===== src/design/uads_pkg.sv =====
// ----------------------------------------------------------------------------
// uads_pkg
// Shared types and constants for the USB audio descriptor scanner: descriptor
// codes, register indexes, configuration and result bundles.
// ----------------------------------------------------------------------------
package uads_pkg;

   // Descriptor type and field codes
   localparam logic [7:0] TYPE_INTERFACE    = 8'h04;
   localparam logic [7:0] TYPE_ENDPOINT     = 8'h05;
   localparam logic [1:0] ATTR_TYPE_MASK    = 2'h3;
   localparam int unsigned ADDR_DIR_IN_BIT  = 7;
   localparam logic [3:0] ADDR_NUM_MASK     = 4'hF;
   localparam logic [7:0] INTERFACE_MIN_LEN = 8'd9;
   localparam logic [7:0] MIN_DESC_LEN      = 8'd2;

   // Byte positions inside a descriptor
   localparam logic [7:0] POS_LENGTH   = 8'd0;
   localparam logic [7:0] POS_TYPE     = 8'd1;
   localparam logic [7:0] POS_IF_NUM   = 8'd2;
   localparam logic [7:0] POS_IF_CLASS = 8'd5;
   localparam logic [7:0] POS_IF_SUB   = 8'd6;
   localparam logic [7:0] POS_IF_PROTO = 8'd7;
   localparam logic [7:0] POS_EP_ADDR  = 8'd2;
   localparam logic [7:0] POS_EP_ATTR  = 8'd3;

   // Register file
   localparam int unsigned CSR_ADDR_W = 4;
   localparam int unsigned CSR_DATA_W = 32;

   typedef enum logic [1:0] {
      CSR_AUDIO_CLASS    = 2'd0,
      CSR_UAC2_PROTOCOL  = 2'd1,
      CSR_STREAM_SUBCLS  = 2'd2,
      CSR_ISOCH_TYPE     = 2'd3
   } csr_index_type;

   typedef struct packed {
      logic [7:0] audio_class;
      logic [7:0] uac2_protocol;
      logic [7:0] streaming_subclass;
      logic [1:0] isoch_type;
   } cfg_type;

   typedef struct packed {
      logic       audio_seen;
      logic [7:0] in_interface;
      logic [3:0] in_endpoint;
      logic [4:0] in_doorbell;
      logic [7:0] out_interface;
      logic [3:0] out_endpoint;
      logic [4:0] out_doorbell;
   } result_type;

endpackage


===== src/design/uads_scan.sv =====
// ----------------------------------------------------------------------------
// uads_scan
// Descriptor chain walker: holds the scan state, updates it for one byte per
// step and presents the summary that the step would give on a last byte.
// ----------------------------------------------------------------------------
module uads_scan (
   input  logic                 clock,
   input  logic                 reset,
   input  logic                 step_en,
   input  logic [7:0]           step_byte,
   input  logic                 step_last,
   input  uads_pkg::cfg_type    cfg,
   output uads_pkg::result_type result
);
   import uads_pkg::*;

   logic [7:0] pos_ff,          pos_in;
   logic [7:0] length_ff,       length_in;
   logic [7:0] type_ff,         type_in;
   logic [7:0] intf_num_ff,     intf_num_in;
   logic [7:0] intf_sub_ff,     intf_sub_in;
   logic       class_match_ff,  class_match_in;
   logic       ep_pending_ff,   ep_pending_in;
   logic [7:0] pending_intf_ff, pending_intf_in;
   logic [7:0] ep_addr_ff,      ep_addr_in;
   logic       stopped_ff,      stopped_in;
   logic       found_ff,        found_in;
   logic [7:0] cap_intf_ff,     cap_intf_in;
   logic [3:0] cap_ep_ff,       cap_ep_in;
   logic       cap_valid_ff,    cap_valid_in;
   logic [7:0] play_intf_ff,    play_intf_in;
   logic [3:0] play_ep_ff,      play_ep_in;
   logic       play_valid_ff,   play_valid_in;

   logic       short_stop;
   logic [8:0] pos_next_wide;

   // Next scan state for the byte in hand
   always_comb begin
      pos_in          = pos_ff;
      length_in       = length_ff;
      type_in         = type_ff;
      intf_num_in     = intf_num_ff;
      intf_sub_in     = intf_sub_ff;
      class_match_in  = class_match_ff;
      ep_pending_in   = ep_pending_ff;
      pending_intf_in = pending_intf_ff;
      ep_addr_in      = ep_addr_ff;
      stopped_in      = stopped_ff;
      found_in        = found_ff;
      cap_intf_in     = cap_intf_ff;
      cap_ep_in       = cap_ep_ff;
      cap_valid_in    = cap_valid_ff;
      play_intf_in    = play_intf_ff;
      play_ep_in      = play_ep_ff;
      play_valid_in   = play_valid_ff;
      short_stop      = 1'b0;
      pos_next_wide   = {1'b0, pos_ff} + 9'd1;

      if (!stopped_ff) begin
         priority if (pos_ff == POS_LENGTH) begin
            length_in = step_byte;
            if (step_byte < MIN_DESC_LEN) begin
               stopped_in    = 1'b1;
               ep_pending_in = 1'b0;
               short_stop    = 1'b1;
            end
         end else if (pos_ff == POS_TYPE) begin
            type_in = step_byte;
            if (step_byte != TYPE_ENDPOINT) begin
               ep_pending_in = 1'b0;
            end
         end else if (type_ff == TYPE_INTERFACE) begin
            // Interface fields
            if (pos_ff == POS_IF_NUM) begin
               intf_num_in = step_byte;
            end
            if (pos_ff == POS_IF_CLASS) begin
               class_match_in = (step_byte == cfg.audio_class);
            end
            if (pos_ff == POS_IF_SUB) begin
               intf_sub_in = step_byte;
            end
            if (pos_ff == POS_IF_PROTO && length_ff >= INTERFACE_MIN_LEN &&
                class_match_ff && step_byte == cfg.uac2_protocol) begin
               found_in = 1'b1;
               if (intf_sub_ff == cfg.streaming_subclass) begin
                  ep_pending_in   = 1'b1;
                  pending_intf_in = intf_num_ff;
               end
            end
         end else if (type_ff == TYPE_ENDPOINT && ep_pending_ff) begin
            // Endpoint right after a streaming interface
            if (pos_ff == POS_EP_ADDR) begin
               ep_addr_in = step_byte;
            end
            if (pos_ff == POS_EP_ATTR) begin
               if ((step_byte[1:0] & ATTR_TYPE_MASK) == cfg.isoch_type) begin
                  if (ep_addr_ff[ADDR_DIR_IN_BIT]) begin
                     cap_intf_in  = pending_intf_ff;
                     cap_ep_in    = ep_addr_ff[3:0] & ADDR_NUM_MASK;
                     cap_valid_in = 1'b1;
                  end else begin
                     play_intf_in  = pending_intf_ff;
                     play_ep_in    = ep_addr_ff[3:0] & ADDR_NUM_MASK;
                     play_valid_in = 1'b1;
                  end
               end
               ep_pending_in = 1'b0;
            end
         end else begin
            // Other descriptor bodies carry nothing to record
         end

         // Advance within the descriptor or wrap to the next one
         if (!short_stop) begin
            if (pos_next_wide >= {1'b0, length_in}) begin
               pos_in = '0;
               if (type_in != TYPE_INTERFACE) begin
                  ep_pending_in = 1'b0;
               end
            end else begin
               pos_in = pos_next_wide[7:0];
            end
         end
      end
   end

   // Summary from the updated state
   always_comb begin
      result.audio_seen    = found_in;
      result.in_interface  = cap_valid_in ? cap_intf_in : 8'd0;
      result.in_endpoint   = cap_valid_in ? cap_ep_in : 4'd0;
      result.in_doorbell   = cap_valid_in ? {cap_ep_in, 1'b1} : 5'd0;
      result.out_interface = play_valid_in ? play_intf_in : 8'd0;
      result.out_endpoint  = play_valid_in ? play_ep_in : 4'd0;
      result.out_doorbell  = play_valid_in ? {play_ep_in, 1'b0} : 5'd0;
   end

   // Commit the step; clear everything after the last byte of a buffer
   always_ff @(posedge clock) begin
      if (reset || (step_en && step_last)) begin
         pos_ff          <= '0;
         length_ff       <= '0;
         type_ff         <= '0;
         intf_num_ff     <= '0;
         intf_sub_ff     <= '0;
         class_match_ff  <= 1'b0;
         ep_pending_ff   <= 1'b0;
         pending_intf_ff <= '0;
         ep_addr_ff      <= '0;
         stopped_ff      <= 1'b0;
         found_ff        <= 1'b0;
         cap_intf_ff     <= '0;
         cap_ep_ff       <= '0;
         cap_valid_ff    <= 1'b0;
         play_intf_ff    <= '0;
         play_ep_ff      <= '0;
         play_valid_ff   <= 1'b0;
      end else if (step_en) begin
         pos_ff          <= pos_in;
         length_ff       <= length_in;
         type_ff         <= type_in;
         intf_num_ff     <= intf_num_in;
         intf_sub_ff     <= intf_sub_in;
         class_match_ff  <= class_match_in;
         ep_pending_ff   <= ep_pending_in;
         pending_intf_ff <= pending_intf_in;
         ep_addr_ff      <= ep_addr_in;
         stopped_ff      <= stopped_in;
         found_ff        <= found_in;
         cap_intf_ff     <= cap_intf_in;
         cap_ep_ff       <= cap_ep_in;
         cap_valid_ff    <= cap_valid_in;
         play_intf_ff    <= play_intf_in;
         play_ep_ff      <= play_ep_in;
         play_valid_ff   <= play_valid_in;
      end
   end

endmodule


===== src/design/usb_audio_descriptor_scanner.sv =====
// ----------------------------------------------------------------------------
// usb_audio_descriptor_scanner
// Walks a USB configuration descriptor buffer byte by byte and reports the
// UAC2 audio streaming interfaces and isochronous endpoints it finds.
// ----------------------------------------------------------------------------
// Usage:
//   req_*  : one descriptor byte per item, req_last_byte marks the buffer end.
//   rsp_*  : one summary item per buffer, produced for the last byte only.
//   csr_*  : APB-style register port; registers at byte addresses 0, 4, 8, 12
//            (audio class, UAC2 protocol, streaming subclass, isochronous type).
//            Write only while no buffer is in flight.
// Timing:
//   An accepted byte lands in the input register and is folded into the scan
//   state as it leaves it; a last byte's summary goes into the result
//   register at that edge and shows on rsp_*. One byte per cycle is sustained
//   unless a last byte stalls; the scan update is a single level of compares and selects.
// Reset clears the scan state and loads the register defaults. When rsp_ready
//   is low, a waiting summary holds; bytes that are not last keep flowing, and
//   the next last byte waits in the input register until the summary leaves.
// ----------------------------------------------------------------------------
module usb_audio_descriptor_scanner (
   input  logic                            clock,
   input  logic                            reset,
   // input channel
   input  logic                            req_valid,
   output logic                            req_ready,
   input  logic [7:0]                      req_desc_byte,
   input  logic                            req_last_byte,
   // result channel
   output logic                            rsp_valid,
   input  logic                            rsp_ready,
   output logic                            rsp_audio_seen,
   output logic [7:0]                      rsp_in_interface,
   output logic [3:0]                      rsp_in_endpoint,
   output logic [4:0]                      rsp_in_doorbell,
   output logic [7:0]                      rsp_out_interface,
   output logic [3:0]                      rsp_out_endpoint,
   output logic [4:0]                      rsp_out_doorbell,
   // register port
   input  logic                            csr_psel,
   input  logic                            csr_penable,
   input  logic                            csr_pwrite,
   input  logic [uads_pkg::CSR_ADDR_W-1:0] csr_paddr,
   input  logic [uads_pkg::CSR_DATA_W-1:0] csr_pwdata,
   output logic [uads_pkg::CSR_DATA_W-1:0] csr_prdata,
   output logic                            csr_pready
);
   import uads_pkg::*;

   cfg_type       cfg_ff;
   csr_index_type csr_index;
   logic          csr_write;

   logic          s1_valid_ff;
   logic [7:0]    s1_byte_ff;
   logic          s1_last_ff;
   logic          s1_advance;
   logic          rsp_free;
   logic          req_take;

   result_type    scan_result;
   result_type    rsp_data_ff;
   logic          rsp_valid_ff;

   // Register port decode
   assign csr_pready = 1'b1;
   assign csr_index  = csr_index_type'(csr_paddr[3:2]);
   assign csr_write  = csr_psel && csr_penable && csr_pwrite && csr_pready;

   always_ff @(posedge clock) begin
      if (reset) begin
         cfg_ff.audio_class        <= 8'd1;
         cfg_ff.uac2_protocol      <= 8'd32;
         cfg_ff.streaming_subclass <= 8'd2;
         cfg_ff.isoch_type         <= 2'd1;
      end else if (csr_write) begin
         unique case (csr_index)
            CSR_AUDIO_CLASS:   cfg_ff.audio_class        <= csr_pwdata[7:0];
            CSR_UAC2_PROTOCOL: cfg_ff.uac2_protocol      <= csr_pwdata[7:0];
            CSR_STREAM_SUBCLS: cfg_ff.streaming_subclass <= csr_pwdata[7:0];
            CSR_ISOCH_TYPE:    cfg_ff.isoch_type         <= csr_pwdata[1:0];
            default: ;
         endcase
      end
   end

   // Read back the selected register
   always_comb begin
      unique case (csr_index)
         CSR_AUDIO_CLASS:   csr_prdata = {24'd0, cfg_ff.audio_class};
         CSR_UAC2_PROTOCOL: csr_prdata = {24'd0, cfg_ff.uac2_protocol};
         CSR_STREAM_SUBCLS: csr_prdata = {24'd0, cfg_ff.streaming_subclass};
         CSR_ISOCH_TYPE:    csr_prdata = {30'd0, cfg_ff.isoch_type};
         default:           csr_prdata = '0;
      endcase
   end

   // Flow control: a last byte moves on only into a free result register
   assign rsp_free   = !rsp_valid_ff || rsp_ready;
   assign s1_advance = s1_valid_ff && (!s1_last_ff || rsp_free);
   assign req_ready  = !s1_valid_ff || s1_advance;
   assign req_take   = req_valid && req_ready;

   // Input register
   always_ff @(posedge clock) begin
      if (reset) begin
         s1_valid_ff <= 1'b0;
      end else if (req_take) begin
         s1_valid_ff <= 1'b1;
      end else if (s1_advance) begin
         s1_valid_ff <= 1'b0;
      end
   end

   always_ff @(posedge clock) begin
      if (req_take) begin
         s1_byte_ff <= req_desc_byte;
         s1_last_ff <= req_last_byte;
      end
   end

   uads_scan u_scan (
      .clock     (clock),
      .reset     (reset),
      .step_en   (s1_advance),
      .step_byte (s1_byte_ff),
      .step_last (s1_last_ff),
      .cfg       (cfg_ff),
      .result    (scan_result)
   );

   // Result register: load on a last byte, drop once taken
   always_ff @(posedge clock) begin
      if (reset) begin
         rsp_valid_ff <= 1'b0;
      end else if (s1_advance && s1_last_ff) begin
         rsp_valid_ff <= 1'b1;
      end else if (rsp_ready) begin
         rsp_valid_ff <= 1'b0;
      end
   end

   always_ff @(posedge clock) begin
      if (s1_advance && s1_last_ff) begin
         rsp_data_ff <= scan_result;
      end
   end

   assign rsp_valid         = rsp_valid_ff;
   assign rsp_audio_seen    = rsp_data_ff.audio_seen;
   assign rsp_in_interface  = rsp_data_ff.in_interface;
   assign rsp_in_endpoint   = rsp_data_ff.in_endpoint;
   assign rsp_in_doorbell   = rsp_data_ff.in_doorbell;
   assign rsp_out_interface = rsp_data_ff.out_interface;
   assign rsp_out_endpoint  = rsp_data_ff.out_endpoint;
   assign rsp_out_doorbell  = rsp_data_ff.out_doorbell;

   // Only a last byte facing a full result register blocks the input
   a_ready_block: assert property (@(posedge clock) disable iff (reset)
      !req_ready |-> (s1_valid_ff && s1_last_ff && rsp_valid_ff && !rsp_ready))
      else $error("input blocked without a pending last byte");

   // A held byte stays in the input register
   a_s1_hold: assert property (@(posedge clock) disable iff (reset)
      (s1_valid_ff && !s1_advance) |=> (s1_valid_ff && $stable(s1_byte_ff)
                                        && $stable(s1_last_ff)))
      else $error("input register lost a stalled byte");

   // Capture doorbell is zero or 2n+1 of the capture endpoint
   a_in_doorbell: assert property (@(posedge clock) disable iff (reset)
      rsp_valid_ff |-> (rsp_in_doorbell == 5'd0 ||
                        (rsp_in_doorbell[0] && rsp_in_doorbell[4:1] == rsp_in_endpoint)))
      else $error("capture doorbell inconsistent");

   // Playback doorbell is 2n of the playback endpoint
   a_out_doorbell: assert property (@(posedge clock) disable iff (reset)
      rsp_valid_ff |-> (!rsp_out_doorbell[0] && rsp_out_doorbell[4:1] == rsp_out_endpoint))
      else $error("playback doorbell inconsistent");

endmodule

===== config.mk =====
export PLATFORM = sky130hd
export DESIGN_NAME = usb_audio_descriptor_scanner
export DESIGN_NICKNAME = d
export VERILOG_FILES = /design/src/design/uads_pkg.sv /design/src/design/uads_scan.sv /design/src/design/usb_audio_descriptor_scanner.sv
export SDC_FILE = /design/constraint.sdc
export NUM_CORES = 1
export LEC_CHECK = 0
export BUFFER_PORTS_ARGS = -buffer_cell sky130_fd_sc_hd__clkbuf_2
export CAP_MARGIN = 25
export CORE_UTILIZATION = 35
export DETAILED_ROUTE_END_ITERATION = 8
export PLACE_DENSITY_LB_ADDON = 0.3
export SETUP_SLACK_MARGIN = 0.4
export SLEW_MARGIN = 20
export SYNTH_ARGS = -nofsm -noshare
export SYNTH_HDL_FRONTEND = slang
export SYNTH_SLANG_ARGS = --single-unit

===== constraint.sdc =====
create_clock -name clock -period 3.58 [get_ports clock]
set_input_delay 0.716 -clock clock [delete_from_list [all_inputs] [get_ports clock]]
set_output_delay 0.716 -clock clock [all_outputs]
set_load 0.01 [all_outputs]

==> impl_metrics.prom, run 1 <==
# TYPE chip_impl_metric gauge
chip_impl_metric{name="wl_per_cell",unit="um"} 14.6
chip_impl_metric{name="groute.layer.met2.usage",unit="%"} 24.1
chip_impl_metric{name="layout.filler_cells",unit=""} 1929
chip_impl_metric{name="timing.slew.headroom",unit="%"} 48.6
chip_impl_metric{name="ctsHtreeMaxLevel",unit=""} 4
chip_impl_metric{name="timing_max_transition_violations_final",unit=""} 0
chip_impl_metric{name="antenna-diode-count",unit=""} 0
chip_impl_metric{name="num_cts_buffers",unit=""} 17
chip_impl_metric{name="drt_iter0_drc",unit=""} 273
chip_impl_metric{name="p_leak",unit="nW"} 3.19
chip_impl_metric{name="timing.critical_path.arrival",unit="ns"} 3.26
chip_impl_metric{name="rows",unit=""} 51
chip_impl_metric{name="antenna_violations_before_repair",unit=""} 0
chip_impl_info{name="postSynth.topFlopCell",value="dfxtp_1"} 1
chip_impl_metric{name="layout_worst_path_cycle_share",unit="%"} 81.2
chip_impl_metric{name="drive_gt1_share",unit="%"} 19.0
chip_impl_metric{name="synth-edff-count",unit=""} 35
chip_impl_info{name="crit_slowest_cell",value="dfxtp_1"} 1
chip_impl_metric{name="fin_cells",unit=""} 1070
chip_impl_metric{name="timing_hold_violations_final",unit=""} 0
chip_impl_info{name="cp_cell_sequence",value="nor4_4 -> and3_1 -> buf_4 -> mux2i_2 -> ha_1 -> a211o_1 -> a21oi_1 -> o31ai_2 -> a31oi_2 -> buf_4 -> nand3_1 -> a31oi_1"} 1
chip_impl_metric{name="synth_area",unit="mm^2"} 0.00695
chip_impl_info{name="synth_largest_area_cell",value="dfxtp_1"} 1
chip_impl_info{name="ys_top_cells_by_area",value="dfxtp_1 (32%), edfxtp_1 (15%), mux2i_1 (12%)"} 1
chip_impl_info{name="ys_top_cells_by_count",value="dfxtp_1 (111), nand2_1 (96), nor2_1 (90)"} 1
chip_impl_info{name="cp_common_cell",value="buf_4"} 1
chip_impl_metric{name="ys.warnings.count",unit=""} 0
chip_impl_metric{name="fin_worst_hold_slack",unit="ns"} 0.476
chip_impl_info{name="tritoncts",value="yes"} 1
chip_impl_metric{name="worst-endpoint-required",unit="ns"} 3.93
chip_impl_metric{name="grtUsageTotal",unit="%"} 15.9
chip_impl_metric{name="detailroute.via_count",unit=""} 5116
chip_impl_metric{name="synth_top_area_share",unit="%"} 32.0
chip_impl_metric{name="power_density",unit="mW/mm^2"} 491
chip_impl_metric{name="worst_margin_pin_slew",unit="ns"} 0.766
chip_impl_metric{name="async_flop_share",unit="%"} 0
chip_impl_metric{name="multiInputGateArea",unit="mm^2"} 0.00335
chip_impl_metric{name="critical_path.max_fanout",unit=""} 10
chip_impl_metric{name="worst_case_vdd_ir_drop",unit="mV"} 0.329
chip_impl_metric{name="place_hpwl",unit="um"} 10700
chip_impl_metric{name="portBuffers",unit=""} 69
chip_impl_metric{name="synth_seq_area_share",unit="%"} 47.1
chip_impl_metric{name="finalWeightedCongestion",unit=""} 0.850
chip_impl_metric{name="syn2layout_area_growth",unit="%"} 17.6
chip_impl_info{name="worst-setup-path-type",value="reg -> reg"} 1
chip_impl_metric{name="cp.buffers_inverters",unit=""} 2
chip_impl_metric{name="critPathMaxStageDelay",unit="ns"} 0.41
chip_impl_info{name="post-synth-top-count-cell",value="dfxtp_1"} 1
chip_impl_info{name="critical_path.top_delay_family",value="compound AO/OA/AOI/OAI gates"} 1
chip_impl_metric{name="gr-usage-met3",unit="%"} 3.02
chip_impl_metric{name="highest_clock_rate",unit="MHz"} 344
chip_impl_metric{name="cap_violations",unit=""} 0
chip_impl_metric{name="worst_setup_hold_path_clk_slew",unit="ns"} 0.06
chip_impl_metric{name="clock-skew-final",unit="ns"} 0.00868
chip_impl_metric{name="timing.final.setup_violations",unit=""} 0
chip_impl_info{name="critPathCaptureType",value="flip-flop"} 1
chip_impl_metric{name="grt_start_max_net_pins",unit=""} 57
chip_impl_metric{name="grt_pass1_wl",unit="um"} 24700
chip_impl_metric{name="avgViaCountPerCell",unit=""} 4.78
chip_impl_metric{name="core_area",unit="mm^2"} 0.0195
chip_impl_info{name="rsz_0062_raised_after_global_routing",value="no"} 1
chip_impl_metric{name="grt_overflow_total",unit=""} 0
chip_impl_metric{name="worst_reg2reg_setup_slack",unit="ns"} 0.67
chip_impl_metric{name="drt.antenna.violating_nets",unit=""} 0
chip_impl_metric{name="ctsHoldBuffers",unit=""} 0
chip_impl_metric{name="initial_core_util",unit="%"} 35.7
chip_impl_metric{name="register_area",unit="mm^2"} 0.00327
chip_impl_info{name="hold_path.class",value="in -> reg"} 1
chip_impl_info{name="worstSetupStartpointType",value="flip-flop"} 1
chip_impl_metric{name="ys_seq_elements",unit=""} 146
chip_impl_metric{name="synthesis.area_per_instance",unit="um^2"} 9.50
chip_impl_metric{name="totalWireLength",unit="um"} 15600
chip_impl_metric{name="post_synth_inst_count",unit=""} 731
chip_impl_metric{name="number_of_unique_standard_cell_types_used_by_synthesis",unit=""} 59
chip_impl_metric{name="die_h",unit="um"} 143
chip_impl_metric{name="drc",unit=""} 0
chip_impl_metric{name="cts_max_path_buffers",unit=""} 2
chip_impl_metric{name="pin_count",unit=""} 122
chip_impl_metric{name="setup_total_negative_slack",unit="ns"} 0
chip_impl_info{name="global_route.peak_usage_layer",value="met2"} 1
chip_impl_metric{name="clock_sinks",unit=""} 146
chip_impl_info{name="run_status",value="completed"} 1
chip_impl_metric{name="timing.final.crit_period",unit="ns"} 2.91
chip_impl_metric{name="die-area",unit="mm^2"} 0.0204
chip_impl_info{name="cts_root_buffer",value="clkbuf_16"} 1
chip_impl_metric{name="insertion_delay",unit="ns"} 0.42
chip_impl_metric{name="drt_first_pass_iters",unit=""} 4
chip_impl_metric{name="globalRouteMet1Util",unit="%"} 22.4
chip_impl_metric{name="finalNetCount",unit=""} 856
chip_impl_metric{name="grt_pass1_vias",unit=""} 4503
chip_impl_metric{name="die_x",unit="um"} 143
chip_impl_metric{name="dpl.cell_count",unit=""} 1036
==> power by group <==
group	leakage, nW	total, mW	switching [mW]	internal, mW
combinational	1.66	0.235	0.150	0.0850
clock	0.334	2.04	0.717	1.32
sequential	1.19	1.74	0.0259	1.71
total	3.19	4.01	0.893	3.12
==> kinds of logic after synthesis <==
kind of cell / Yosys count / synth area share [%]
flip-flops: 146 / 47.1
AO/OA/AOI/OAI: 109 / 8.95
adder cells (fa/ha/maj): 12 / 2.16
XOR/XNOR: 32 / 4.04
multiplexers: 84 / 12.5
AND/OR/NAND/NOR: 268 / 18.7
buffers and inverters: 78 / 6.47
other: 2 / 0.108
==> sequential cells by signal, summed over array words and instances, names as in the netlist, 4 cells and up <==
register	flops
cfg_ff	26
rsp_in_interface	8
rsp_out_interface	8
s1_byte_ff	8
u_scan.cap_intf_ff	8
u_scan.intf_num_ff	8
u_scan.intf_sub_ff	8
u_scan.length_ff	8
u_scan.pending_intf_ff	8
u_scan.play_intf_ff	8
u_scan.pos_ff	8
u_scan.type_ff	8
rsp_in_doorbell	5
u_scan.ep_addr_ff	5
rsp_out_doorbell	4
u_scan.cap_ep_ff	4
u_scan.play_ep_ff	4
==> metal layers <==
layer  up-vias  share of wire (%)  wire length [um]
li1       2603                  -                 -
met1      2361                 50              7780
met2       133                 45              7010
met3        19                3.7               583
met4         0                1.5               229
met5         -                  0                 0
==> path summary, 6_finish.rpt <==
path | start | to | cells past startpoint
min | req_desc_byte[5] | s1_byte_ff[5]$_DFFE_PP_ | 1
max | u_scan.pos_ff[3]$_SDFFE_PP0P_ | u_scan.pos_ff[3]$_SDFFE_PP0P_ | 12
max reg2reg | u_scan.pos_ff[3]$_SDFFE_PP0P_ | u_scan.pos_ff[3]$_SDFFE_PP0P_ | 12
min reg2reg | u_scan.type_ff[2]$_SDFFE_PP0P_ | u_scan.type_ff[2]$_SDFFE_PP0P_ | 2
==> cells in the final DEF, fill, tap and decap left out, types with 7 or more instances in the layout <==
cell type	instances
clkbuf_2	69
a21oi_1	35
dfxtp_1	111
clkbuf_16	17
mux2i_1	80
nand3_1	20
nand4_1	7
o21ai_0	48
xor2_1	19
nor2_1	90
edfxtp_1	35
ha_1	12
conb_1	26
nand2_1	96
xnor2_1	13
buf_4	23
==> area by class of cell <==
cell class	instances	share of cell area [%]
multi-input cells	531	41.0
inverters	4	0.184
repair buffers	92	6.34
flip-flops and latches	146	40.1
clock buffers	17	5.21
clock inverters	15	3.11
well taps	265	4.06
==> per-stage QoR <==
stage	utilization [%]	setup WS (ns)	power, mW	cell area (um^2)
2_1_floorplan	-	0.423	1.94	7050
3_3_place_gp	38.3	0.339	2.00	7450
3_5_place_dp	38.3	0.322	2.00	7450
4_1_cts	41.8	0.409	4.04	8140
5_1_grt	42.0	0.401	4.14	8170
6_report	42.0	0.674	4.01	8170
==> what timing repair did <==
action                     in CTS  in global routing
pin swaps                       0                  1
setup endpoints to repair       6                  9
buffers inserted                1                  1
gates resized for setup         0                  5
==> worst reg2reg max path: cells and delay by family (launching register included) <==
family,cells,cell delay [ns]
buf+inv,2,0.37
mux,1,0.25
flops,1,0.41
simple gates,3,0.64
fa+ha+maj,1,0.27
compound gates,5,0.90
(Power assumes the default switching activity.)
==> inputs of run 2 (changes only) <==
==> constraint.sdc (replaced) <==
create_clock -name clock -period 2.9 [get_ports clock]
set_input_delay 0.58 -clock clock [delete_from_list [all_inputs] [get_ports clock]]
set_output_delay 0.58 -clock clock [all_outputs]
set_load 0.01 [all_outputs]
==> impl_metrics.prom, run 2 (same netlist as run 1, synthesis figures left out) <==
# TYPE chip_impl_metric gauge
chip_impl_info{name="run_status",value="completed"} 1
chip_impl_metric{name="cap_violations",unit=""} 0
chip_impl_metric{name="drc",unit=""} 0
chip_impl_metric{name="placement.setup.worst_slack",unit="ns"} 0.0776
chip_impl_metric{name="placedInstanceArea",unit="mm^2"} 0.00765
chip_impl_metric{name="cp.buffers_inverters",unit=""} 2
chip_impl_metric{name="grt_overflow_total",unit=""} 0
chip_impl_metric{name="post-layout-total-power",unit="mW"} 4.59
chip_impl_metric{name="ctsHoldBuffers",unit=""} 0
chip_impl_metric{name="grt_pass1_wl",unit="um"} 25500
chip_impl_metric{name="grt_pass1_vias",unit=""} 4796
chip_impl_metric{name="antenna_violations_before_repair",unit=""} 1
chip_impl_metric{name="timing.critical_path.arrival",unit="ns"} 3.06
chip_impl_metric{name="drt_iter0_drc",unit=""} 310
chip_impl_metric{name="pin_count",unit=""} 122
chip_impl_metric{name="totalWireLength",unit="um"} 16300
chip_impl_metric{name="wl_per_cell",unit="um"} 14.8
chip_impl_metric{name="finalWeightedCongestion",unit=""} 0.834
chip_impl_info{name="tritoncts",value="yes"} 1
chip_impl_info{name="critical_path.reg2reg.startpoint",value="u_scan.pos_ff[3]$_SDFFE_PP0P_"} 1
chip_impl_metric{name="clock_sinks",unit=""} 146
chip_impl_metric{name="worst-endpoint-required",unit="ns"} 3.26
chip_impl_metric{name="die-area",unit="mm^2"} 0.0204
chip_impl_metric{name="rows",unit=""} 51
chip_impl_metric{name="final_design_area_no_fill",unit="mm^2"} 0.00844
chip_impl_info{name="layout_commonest_cell",value="dfxtp_1"} 1
chip_impl_info{name="crit_slowest_cell",value="dfxtp_2"} 1
chip_impl_info{name="top_register",value="cfg_ff"} 1
chip_impl_metric{name="timing_hold_violations_final",unit=""} 0
chip_impl_metric{name="p_leak",unit="nW"} 3.30
chip_impl_info{name="cp_cell_sequence",value="nor4_4 -> and3_4 -> buf_12 -> mux2_4 -> ha_4 -> nand2b_4 -> a2111oi_4 -> o31ai_2 -> a31oi_2 -> buf_4 -> nand3_1 -> a21oi_2"} 1
chip_impl_metric{name="largest_register_ffs",unit=""} 26
chip_impl_metric{name="worst_reg2reg_setup_slack",unit="ns"} 0.20
chip_impl_metric{name="cts_max_path_buffers",unit=""} 2
chip_impl_info{name="hold_path_startpoint",value="req_desc_byte[7]"} 1
chip_impl_metric{name="grt_start_max_net_pins",unit=""} 52
chip_impl_metric{name="worst_r2r_path_depth",unit=""} 12
chip_impl_metric{name="worst-path-stages",unit=""} 12
chip_impl_metric{name="die_x",unit="um"} 143
chip_impl_metric{name="multiInputGateArea",unit="mm^2"} 0.00347
chip_impl_metric{name="portBuffers",unit=""} 69
chip_impl_metric{name="power_density",unit="mW/mm^2"} 544
chip_impl_info{name="hold_path.class",value="in -> reg"} 1
chip_impl_info{name="worst-setup-path-type",value="reg -> reg"} 1
chip_impl_metric{name="avgViaCountPerCell",unit=""} 4.83
chip_impl_info{name="critPathCaptureType",value="flip-flop"} 1
chip_impl_metric{name="highest_clock_rate",unit="MHz"} 370
chip_impl_info{name="worstSetupStartpointType",value="flip-flop"} 1
chip_impl_metric{name="layout_worst_path_cycle_share",unit="%"} 93.1
chip_impl_metric{name="register_area",unit="mm^2"} 0.00328
chip_impl_metric{name="drt_first_pass_iters",unit=""} 4
chip_impl_metric{name="grtUsageTotal",unit="%"} 16.5
chip_impl_info{name="crit_reg_reg_endpoint",value="u_scan.pos_ff[1]$_SDFFE_PP0P_"} 1
chip_impl_metric{name="detailroute.via_count",unit=""} 5290
chip_impl_metric{name="finalNetCount",unit=""} 881
chip_impl_info{name="cts_root_buffer",value="clkbuf_16"} 1
chip_impl_metric{name="layout.filler_cells",unit=""} 1927
chip_impl_info{name="rsz_0062_raised_after_global_routing",value="yes"} 1
chip_impl_metric{name="pnr_worst_setup_slack",unit="ns"} 0.199
chip_impl_metric{name="place_hpwl",unit="um"} 11200
chip_impl_metric{name="worst_setup_hold_path_clk_slew",unit="ns"} 0.06
chip_impl_metric{name="num_cts_buffers",unit=""} 17
chip_impl_metric{name="timing.final.crit_period",unit="ns"} 2.70
chip_impl_metric{name="worst_margin_pin_slew",unit="ns"} 0.701
chip_impl_metric{name="worst_case_vdd_ir_drop",unit="mV"} 0.431
chip_impl_metric{name="timing_max_transition_violations_final",unit=""} 0
chip_impl_info{name="crit_end",value="u_scan.pos_ff[1]$_SDFFE_PP0P_"} 1
chip_impl_metric{name="initial_core_util",unit="%"} 35.7
chip_impl_metric{name="setup_total_negative_slack",unit="ns"} 0
chip_impl_metric{name="syn2layout_area_growth",unit="%"} 21.6
chip_impl_info{name="most-common-layout-cells",value="dfxtp_1 (109), nand2_1 (96), nor2_1 (86), mux2i_1 (79), clkbuf_2 (69)"} 1
chip_impl_metric{name="core_area",unit="mm^2"} 0.0195
chip_impl_metric{name="die_h",unit="um"} 143
chip_impl_metric{name="insertion_delay",unit="ns"} 0.43
chip_impl_metric{name="timing.final.setup_violations",unit=""} 0
chip_impl_metric{name="drive_gt1_share",unit="%"} 22.7
chip_impl_info{name="crit_path_from",value="u_scan.pos_ff[3]$_SDFFE_PP0P_"} 1
chip_impl_metric{name="fin_worst_hold_slack",unit="ns"} 0.326
chip_impl_metric{name="timing.slew.headroom",unit="%"} 53.3
chip_impl_metric{name="drt.antenna.violating_nets",unit=""} 0
chip_impl_metric{name="antenna-diode-count",unit=""} 0
chip_impl_metric{name="critical_path.max_fanout",unit=""} 8
chip_impl_metric{name="clock-skew-final",unit="ns"} 0.0106
chip_impl_metric{name="ctsHtreeMaxLevel",unit=""} 4
chip_impl_metric{name="critPathMaxStageDelay",unit="ns"} 0.33
chip_impl_info{name="critical_path.top_delay_family",value="simple AND/OR/NAND/NOR gates"} 1
-- run 2: metal layers --
layer	track usage [%]	vias to the layer above	part of all wire [%]
li1	-	2652	-
met1	22.7	2493	49
met2	25.3	117	45
met3	3.69	26	3.6
met4	6.34	2	1.9
met5	0	-	0.080
-- run 2: report_power, final --
part,switching (mW),internal [mW]
combinational,0.200,0.135
sequential,0.0290,2.12
clock,0.824,1.29
-- run 2: layout make-up --
cell class	instances	area share [%]
well taps	265	3.93
multi-input cells	531	41.1
flip-flops and latches	146	38.8
clock buffers	23	5.42
clock inverters	9	1.27
repair buffers	117	9.26
inverters	4	0.178
-- run 2: timing repair --
action / CTS / global route
hold endpoints to repair: 0 / 0
endpoints found under the setup margin: 57 / 57
gates cloned: 0 / 3
pin swaps: 6 / 2
setup buffers: 5 / 5
gates resized for setup: 10 / 20
-- run 2: worst min path at each step --
stage          cells after the start                                 end
2_1_floorplan                      2        u_scan.found_ff$_SDFFE_PP0P_
3_3_place_gp                       2        u_scan.found_ff$_SDFFE_PP0P_
3_5_place_dp                       2  u_scan.class_match_ff$_SDFFE_PP0P_
4_1_cts                            1             s1_byte_ff[7]$_DFFE_PP_
5_1_grt                            1             s1_byte_ff[7]$_DFFE_PP_
6_report                           1             s1_byte_ff[7]$_DFFE_PP_
-- run 2: through the flow --
step / cells / util, %
3_5_place_dp: 1050 / 39.3
2_1_floorplan: 755 / -
5_1_grt: 1095 / 43.4
4_1_cts: 1087 / 42.6
3_3_place_gp: 1050 / 39.3
6_report: 1095 / 43.4
